<file path="config.mk">
export PLATFORM = sky130hd
export DESIGN_NAME = ilie_cell
export DESIGN_NICKNAME = d
export VERILOG_FILES = /design/src/rtl/core/ilie_pkg.sv /design/src/rtl/core/ilie_cell.sv
export SDC_FILE = /design/constraint.sdc
export NUM_CORES = 1
export LEC_CHECK = 0
export BUFFER_PORTS_ARGS = -buffer_cell sky130_fd_sc_hd__buf_4
export CORE_ASPECT_RATIO = 0.7
export CORE_MARGIN = 3
export CORE_UTILIZATION = 46
export CTS_CLUSTER_DIAMETER = 50
export DETAILED_ROUTE_END_ITERATION = 10
export PLACE_DENSITY = 0.95
export SLEW_MARGIN = 20
export SYNTH_ARGS = -nofsm -noshare
export SYNTH_HDL_FRONTEND = slang
export SYNTH_SLANG_ARGS = --single-unit
</file>
<file path="constraint.sdc">
create_clock -name clock -period 7.4 [get_ports clock]
set_input_delay 0.74 -clock clock [delete_from_list [all_inputs] [get_ports clock]]
set_output_delay 0.74 -clock clock [all_outputs]
set_load 0.1 [all_outputs]
</file>
<file path="src/rtl/core/ilie_pkg.sv">
// Shared types and constants for the indexed list with insert and erase.
package ilie_pkg;

   localparam int CAPACITY  = 64;
   localparam int WORD_W    = 32;
   localparam int CMD_W     = 3;
   localparam int POS_W     = 7;
   localparam int FCNT_W    = 7;
   localparam int IDX_W     = $clog2(CAPACITY);
   localparam int CNT_W     = $clog2(CAPACITY + 1);
   localparam int CMP_W     = (CNT_W > POS_W) ? CNT_W : POS_W;
   localparam int REQ_DATA_W = 56;
   localparam int RSP_DATA_W = 48;

   typedef logic signed [WORD_W-1:0] word_type;

   typedef enum logic [CMD_W-1:0] {
      CMD_READ   = 3'd0,
      CMD_WRITE  = 3'd1,
      CMD_INSERT = 3'd2,
      CMD_ERASE  = 3'd3,
      CMD_PUSH   = 3'd4,
      CMD_ASSIGN = 3'd5,
      CMD_RESIZE = 3'd6,
      CMD_NONE   = 3'd7
   } cmd_type;

   typedef enum logic [1:0] {
      ST_OK    = 2'd0,
      ST_RANGE = 2'd1,
      ST_FULL  = 2'd2
   } status_type;

   typedef enum logic [2:0] {
      CELL_HOLD,
      CELL_WRITE,
      CELL_INSERT,
      CELL_ERASE,
      CELL_FILL
   } cell_op_type;

   // Command broadcast to every cell of the row.
   typedef struct packed {
      cell_op_type      op;
      logic [CMP_W-1:0] index;
      logic [CMP_W-1:0] fill_lo;
      logic [CMP_W-1:0] fill_hi;
   } cell_ctl_type;

   // Outcome of one item as seen by the result register.
   typedef struct packed {
      logic [CNT_W-1:0] count_next;
      status_type       status;
      logic             read_ok;
   } ctrl_res_type;

endpackage

</file>
<file path="src/rtl/core/ilie_cell.sv">
// One element cell of the list row: holds one word and moves it to or from its neighbors.
module ilie_cell import ilie_pkg::*; (
   input  logic             clock,
   input  logic [IDX_W-1:0] cell_index,
   input  cell_ctl_type     ctl,
   input  word_type         word_value,
   input  word_type         left_word,
   input  word_type         right_word,
   output word_type         cell_word
);

   word_type         word_ff;
   word_type         word_in;
   logic [CMP_W-1:0] idx_ext;

   assign idx_ext   = CMP_W'(cell_index);
   assign cell_word = word_ff;

   always_comb begin
      word_in = word_ff;
      case (ctl.op)
         CELL_WRITE: begin
            if (idx_ext == ctl.index) word_in = word_value;
         end
         CELL_INSERT: begin
            // Everything above the insert point moves up by one place.
            if (idx_ext == ctl.index) word_in = word_value;
            else if (idx_ext > ctl.index) word_in = left_word;
         end
         CELL_ERASE: begin
            if (idx_ext >= ctl.index) word_in = right_word;
         end
         CELL_FILL: begin
            if (idx_ext >= ctl.fill_lo && idx_ext < ctl.fill_hi) word_in = word_value;
         end
         default: begin
            word_in = word_ff;
         end
      endcase
   end

   always_ff @(posedge clock) begin
      word_ff <= word_in;
   end

endmodule

</file>
# ---- Word level (Yosys, flattened, before mapping)
# Index checks and enable logic that the tools add are counted.
dict set report classes {
  n_mux 6
  reduce_logical 3
  magnitude_cmp 4
  n_eq_ne 9
}
# operator n
set op_table {}
lappend op_table {{2-to-1 mux 32 bit} 5}
lappend op_table {{case mux 32 bit (4 select lines)} 1}
lappend op_table {{>= comparator 6 x 7 -> 1 bit} 2}
lappend op_table {{== test 6 x 7 -> 1 bit} 1}
lappend op_table {{greater-than comparator 6 x 7 -> 1 bit} 1}
lappend op_table {{less-than comparator 6 x 7 -> 1 bit} 1}
lappend op_table {{== test 3 x 2 -> 1 bit, second input constant} 2}
lappend op_table {{!= test 2 bit, second input constant} 3}
lappend op_table {{AND reduction 5 bit} 1}
lappend op_table {{nonzero test 4 bit} 1}
lappend op_table {{== test 3 x 1 -> 1 bit, second input constant} 1}
lappend op_table {{== test 3 bit, second input constant} 1}
lappend op_table {{!= test 3 bit, second input constant} 1}
lappend op_table {{logical AND 1 bit} 1}
dict set report word_totals {
  ff_bits 32
  elab_cells 23
}

# ---- Longest topological paths before layout
# Gate-level depths: netlist (run 1).
dict set report depth {
  ltp_word 4
  ltp_mapped 8
  depth_no_buf 7
}

# ---- Worst setup path before layout (run 1)
# Ideal clock, no wire load.
dict set report synth_path {
  kind {input to register}
  from {in ctl[15] in the netlist's numbering}
  to {reg word_ff[0] (netlist: cell_word[0]), enable pin}
  path_buffers 0
  stages 7
  arrival_time_ns 3.190
  setup_slack_ns 3.778
  cell_sequence {inv_1 > ha_1 > nor2b_1 > o211ai_1 > a211oi_1 > o32ai_1 > a21oi_1}
}
dict set report synth_between {
  elab_chain_len 3
}
# element line
set synth_rtl {}
lappend synth_rtl {{from (decl)} ilie_cell.sv:5} ;# input cell_ctl_type ctl,
lappend synth_rtl {{greater-than comparator 6 x 7 -> 1 bit, or another cell as far along} ilie_cell.sv:28} ;# else if (idx_ext > ctl.index) word_in = left_word;
lappend synth_rtl {{!= test 3 bit (no source line) / != test 2 bit (equally long branches)} --}
lappend synth_rtl {{AND reduction 5 bit (no source line) (*)} --}
lappend synth_rtl {{to (signal assigned)} ilie_cell.sv:43} ;# word_ff <= word_in;
lappend synth_rtl {{to (decl)} ilie_cell.sv:12} ;# word_type word_ff;
# Every way passes the cells marked *; elsewhere a longest branch is shown, timed or not.
# A chain may end at the register's enable or synchronous reset.

# ---- Worst setup path after layout (run 1)
dict set report layout_path {
  from {in cell_index[3]}
  to {reg word_ff[29] (netlist: cell_word[29]), enable pin}
}
dict set report layout_between {
  elab_chain_len 4
}
# element line
set layout_rtl {}
lappend layout_rtl {{from (decl)} ilie_cell.sv:4} ;# input logic [IDX_W-1:0] cell_index,
lappend layout_rtl {{>= comparator 6 x 7 -> 1 bit / less-than comparator 6 x 7 -> 1 bit (equally long branches)} ilie_cell.sv:34} ;# if (idx_ext >= ctl.fill_lo && idx_ext < ctl.fill_hi) word_in = word_value;
lappend layout_rtl {{logical AND 1 bit} ilie_cell.sv:34}
lappend layout_rtl {{!= test 2 bit (no source line)} --}
lappend layout_rtl {{AND reduction 5 bit (no source line) (*)} --}
# Marks and branches as above.

==> flow_metrics.env, run 1 <==
export IMPL_seq_power_share_pct=33.7
export IMPL_finalSetupTns_ns=0
export IMPL_synth_edff_count=32
export IMPL_routed_wl_mm=7.229
export IMPL_htreeDepth=2
export IMPL_first_pass_iters=4
export IMPL_vias=2374
export IMPL_die_h_um=65.82
export IMPL_crit_required_ns=7.30
export IMPL_numPortBuffers=158
export IMPL_drc=0
export IMPL_synth_top_area_share_pct=40.87
export IMPL_grt_pass1_vias=2379
export IMPL_outcome="finished, final reports clean"
export IMPL_ios=159
export IMPL_start_util_pct=48.37
export IMPL_ff_latch_area_um2=960.9
export IMPL_fin_crit_ns=3.048
export IMPL_cts_repair_resized=0
export IMPL_syn_area_per_cell_um2=11.04
export IMPL_nets=507
export IMPL_grt_max_degree=35
export IMPL_postCtsHoldBufs=0
export IMPL_clock_sinks=32
export IMPL_fp_dieW_um=91.45
export IMPL_netlist_top_cells_area="edfxtp_1 41%, a22oi_1 14%, a22oi_2 11%"
export IMPL_rows=21
export IMPL_worstPathArrival_ns=2.95
export IMPL_place_congestion=0.7904
export IMPL_drv_cap=0
export IMPL_tightest_slew_ns=1.009
export IMPL_hold_ws_ns=0.7733
export IMPL_yosysUniqueCellTypes=27
export IMPL_hold_violations=0
export IMPL_avgViaCountPerCell=5.483
export IMPL_fin_cells=433
export IMPL_avgRoutedWirePerCell_um=16.70
export IMPL_async_flop_share_pct=0
export IMPL_setup_violations=0
export IMPL_core_um2=4861
export IMPL_critical_path_class="primary input to register"
export IMPL_ys_ff_latch=32
export IMPL_grt_ovfl_total=0
export IMPL_largest_reg_flops=32
export IMPL_clkTransAtPathRegs_ns=0.07
export IMPL_fin_crit_sh_pct=41.19
export IMPL_ys_warn_count=0
export IMPL_multi_input_comb_area_um2=1216
export IMPL_relSlewSlack_pct=32.55
export IMPL_syn_nets=357
export IMPL_clock_path_buffers=2
export IMPL_end_kind="register"
export IMPL_peakVddDrop_uv=94.02
export IMPL_start_kind="primary input"
export IMPL_dp_cells=425
export IMPL_p_total_mw=0.6766
export IMPL_antenna_found_initial=0
export IMPL_yosysTopAreaCell="edfxtp_1"
export IMPL_syn2layout_area_growth_pct=54.66
export IMPL_p_sw_mw=0.2628
export IMPL_crit_fanout=34
export IMPL_grtUsageTotal_pct=23.70
export IMPL_n_fill_cell=354
export IMPL_leakagePower_nw=1.590
export IMPL_yosysSeqAreaShare_pct=40.87
export IMPL_die_area_um2=6018
export IMPL_drt_iter0_drc=134
export IMPL_hpwl_mm=5.568
export IMPL_cts_root_buffer="clkbuf_8"
export IMPL_place_ws_ns=4.045
export IMPL_p_clk_share_pct=24.0
export IMPL_drv_slew=0
export IMPL_max_freq_mhz=328.1
export IMPL_p_comb_share_pct=42.2
export IMPL_setup_ws_ns=4.352
export IMPL_grt_pass1_wl_mm=11.23
export IMPL_cts_inserted_buffers=5
export IMPL_syn_inst=213
export IMPL_rsz0062_at_grt="false"
export IMPL_postCtsSetupRepairBufs=0
export IMPL_switching_share_pct=38.85
export IMPL_netlist_area_um2=2351
export IMPL_tritoncts="yes"
export IMPL_powerDensity_nw_per_um2=186.1
export IMPL_antenna_cells=0
export IMPL_drive_above_1_share_pct=53.02
export IMPL_internal_power_mw=0.4138
export IMPL_ant_nets=0
export IMPL_hold_class="primary input to register"
export IMPL_synth_ff_type="edfxtp_1"
-- worst max-delay path: stages --
cell	delay (ns)
buf_4	0.12
ha_1	0.35
nand4_4	0.14
nor2_8	0.52
o32ai_1	0.25
a21oi_4	0.79
-- final cells by class --
| type | instances | share of cell area, % |
|---|---|---|
| clock inverters | 2 | 0.9635 |
| multi-input cells | 146 | 33.45 |
| flip-flops and latches | 32 | 26.43 |
| clock buffers | 6 | 1.996 |
| repair buffers | 159 | 32.83 |
| well taps | 69 | 2.374 |
| inverters | 19 | 1.961 |
-- logic make-up (layout without fill, tap and decap cells) --
group	count (synthesis)	count (layout)	synth area share (%)
compound gates	113	113	36.40
fa+ha+maj	17	17	9.047
buf+inv	35	186	7.877
flops	32	32	40.87
simple gates	16	16	5.801
-- metrics by stage --
stage | utilization (%) | instance area, um2
finish | 74.80 | 3636
global route | 74.80 | 3636
CTS | 74.80 | 3636
detailed placement | 72.59 | 3528
global placement | 72.59 | 3528
floorplan | - | 2351
-- path summary, 6_finish.rpt --
| path | startpoint | end | cells after the start |
|---|---|---|---|
| setup / recovery | cell_index[3] | cell_word[29] | 6 |
| hold / removal | right_word[6] | cell_word[6] | 3 |
-- cells in the final DEF (no fill, tap or decap), types with 2 or more instances in the layout --
cell,count
a211oi_1,3
a21oi_1,4
a22oi_1,43
a22oi_2,21
buf_4,159
clkbuf_8,5
edfxtp_1,32
ha_1,17
inv_1,19
nor2_1,6
nor2_4,2
nor2b_1,2
o211ai_1,2
o21ai_0,5
o21ai_1,30
-- synth_stat cells, drive strengths merged (2+ instances only) --
master and count:
inv 19, clkbuf 5, nor2b 2, o21ai 35, nor2 9, edfxtp 32, a211oi 3, a21oi 5
o211ai 2, ha 17, buf 11, a22oi 64
-- power groups by stage --
stage / clock [mW] / sequential [mW] / combinational [mW]
global route: 0.174 / 0.230 / 0.300
finish: 0.163 / 0.228 / 0.286
floorplan: 0 / 0.362 / 0.0587
global placement: 0 / 0.232 / 0.281
detailed placement: 0 / 0.232 / 0.287
CTS: 0.165 / 0.228 / 0.287
-- per-layer routing --
metal  GRT usage (%)  vias up  share of wire, %
met1           28.27     1112                39
met3           5.802        6               8.9
li1                -     1147                 -
met5               0        -                 0
met4           6.767        0               1.0
met2           42.77      109                51
Note: power is estimated with default switching activity, not from simulation.
==> inputs of run 2 (changes only) <==
Settings changed: CORE_UTILIZATION 46 to 38, PLACE_DENSITY 0.95 to 0.86.
Clock period 7.4 ns to 2.55 ns, I/O delays scaled along.
==> run 2 against run 1 <==
  * Count of clock-buffer cells in the layout stayed put
  * Sequential power grew to 2.9 times the previous value
  * Utilization is 12 points lower
  * Critical endpoint is now cell_word[19]
==> flow_metrics.env, run 2 (synthesis results as in run 1) <==
export IMPL_outcome="finished, final reports clean"
export IMPL_first_pass_iters=4
export IMPL_drive_above_1_share_pct=53.66
export IMPL_hp_start="right_word[10]"
export IMPL_avgRoutedWirePerCell_um=17.34
export IMPL_core_um2=5842
export IMPL_place_congestion=0.7624
export IMPL_ios=159
export IMPL_tightest_slew_ns=1.002
export IMPL_grt_max_degree=35
export IMPL_grt_pass1_wl_mm=11.80
export IMPL_rsz0062_at_grt="false"
export IMPL_hold_violations=0
export IMPL_antenna_cells=0
export IMPL_drv_slew=0
export IMPL_routed_wl_mm=7.699
export IMPL_p_clk_share_pct=24.1
export IMPL_numPortBuffers=158
export IMPL_worstPathArrival_ns=2.07
export IMPL_drt_iter0_drc=113
export IMPL_seq_power_share_pct=33.5
export IMPL_syn2layout_area_growth_pct=56.57
export IMPL_min_path_cells=3
export IMPL_wl_met2_mm=3.834
export IMPL_fp_dieW_um=100.0
export IMPL_top_layer="met4"
export IMPL_cpPeakStageDelay_ns=0.76
export IMPL_finalSetupTns_ns=0
export IMPL_cts_repair_resized=0
export IMPL_nets=512
export IMPL_powerDensity_nw_per_um2=535.9
export IMPL_clock_sinks=32
export IMPL_drt_met1_wl_mm=3.152
export IMPL_crit_fanout=32
export IMPL_die_h_um=71.81
export IMPL_critical_path_class="primary input to register"
export IMPL_fin_crit_ns=1.960
export IMPL_setup_violations=0
export IMPL_htreeDepth=2
export IMPL_internal_power_mw=1.204
export IMPL_switching_share_pct=38.96
export IMPL_p_comb_share_pct=42.4
export IMPL_drc=0
export IMPL_cts_root_buffer="clkbuf_8"
export IMPL_clkTransAtPathRegs_ns=0.07
export IMPL_rows=23
export IMPL_max_freq_mhz=510.3
export IMPL_n_fill_cell=463
export IMPL_met3WireLength_um=673
export IMPL_postCtsHoldBufs=0
export IMPL_die_area_um2=7182
export IMPL_cts_inserted_buffers=5
export IMPL_ant_nets=0
export IMPL_clock_path_buffers=2
export IMPL_crit_required_ns=2.66
export IMPL_start_util_pct=40.24
export IMPL_final_cell_mix="164 x buf_4, 43 x a22oi_1, 32 x edfxtp_1"
export IMPL_drv_cap=0
export IMPL_start_kind="primary input"
export IMPL_antenna_found_initial=0
export IMPL_min_to="cell_word[10]"
export IMPL_grtUsageTotal_pct=20.76
export IMPL_slowest_stage="nor2_4"
export IMPL_hold_ws_ns=0.2783
export IMPL_peakVddDrop_uv=300.5
export IMPL_p_sw_mw=0.7686
export IMPL_cp_buffers_inverters=1
export IMPL_avgViaCountPerCell=5.426
export IMPL_hold_class="primary input to register"
export IMPL_leakagePower_nw=1.616
export IMPL_relSlewSlack_pct=33.07
export IMPL_largest_reg_flops=32
export IMPL_hpwl_mm=5.901
export IMPL_grt_pass1_vias=2459
export IMPL_fin_crit_sh_pct=76.85
export IMPL_vias=2409
export IMPL_tritoncts="yes"
export IMPL_postCtsSetupRepairBufs=0
export IMPL_crit_family="simple AND/OR/NAND/NOR gates"
export IMPL_final_common_cell="buf_4"
export IMPL_grt_ovfl_total=0
export IMPL_crit_chain="buf_4, ha_1, nand4_4, nor2_8, nor2_4, a22oi_1, o21ai_0"
export IMPL_end_kind="register"
run 2: changes by cell type in the layout (fill, tap and decap cells not counted):
cell	change
buf_4	+5
run 2: final cells by class:
| type | instances | area (um2) | share of cell area [%] |
|---|---|---|---|
| Multi-Input combinational cell | 146 | 1216 | 33.04 |
| Clock inverter | 2 | 35.03 | 0.9517 |
| Inverter | 19 | 71.32 | 1.937 |
| Clock buffer | 6 | 72.57 | 1.971 |
| Tap cell | 75 | 93.84 | 2.549 |
| Sequential cell | 32 | 960.9 | 26.10 |
| Timing Repair Buffer | 164 | 1231 | 33.45 |
run 2: metal layers:
layer	vias up	global-route usage, %
li1	1156	-
met1	1129	24.94
met2	120	37.18
met3	4	6.031
met4	0	4.335
met5	-	0
run 2: worst max-delay path by stage:
stage	startpoint	to	slack [ns]	cells past startpoint
finish	cell_index[3]	cell_word[19]	0.59	7
global route	cell_index[3]	cell_word[0]	0.45	7
CTS	cell_index[3]	cell_word[19]	0.61	7
detailed placement	cell_index[3]	cell_word[19]	0.31	7
global placement	cell_index[3]	cell_word[28]	0.40	7
floorplan	ctl[15]	cell_word[0]	0.12	7
run 2: metrics by stage:
| step | area [um2] | cells | utilization, % | setup slack, ns | power, mW |
|---|---|---|---|---|---|
| floorplan | 2355 | 213 | - | 0.1246 | 1.221 |
| global placement | 3573 | 436 | 61.17 | 0.3952 | 1.494 |
| detailed placement | 3573 | 436 | 61.17 | 0.3087 | 1.510 |
| CTS | 3681 | 444 | 63.01 | 0.6064 | 1.993 |
| global route | 3681 | 444 | 63.01 | 0.4478 | 2.066 |
| finish | 3681 | 444 | 63.01 | 0.5904 | 1.973 |
run 2: power groups by stage:
| stage | clock network [mW] | registers [mW] | logic, mW |
|---|---|---|---|
| floorplan | 0 | 1.05 | 0.171 |
| global placement | 0 | 0.671 | 0.824 |
| detailed placement | 0 | 0.672 | 0.838 |
| CTS | 0.492 | 0.661 | 0.840 |
| global route | 0.520 | 0.665 | 0.881 |
| finish | 0.476 | 0.660 | 0.837 |
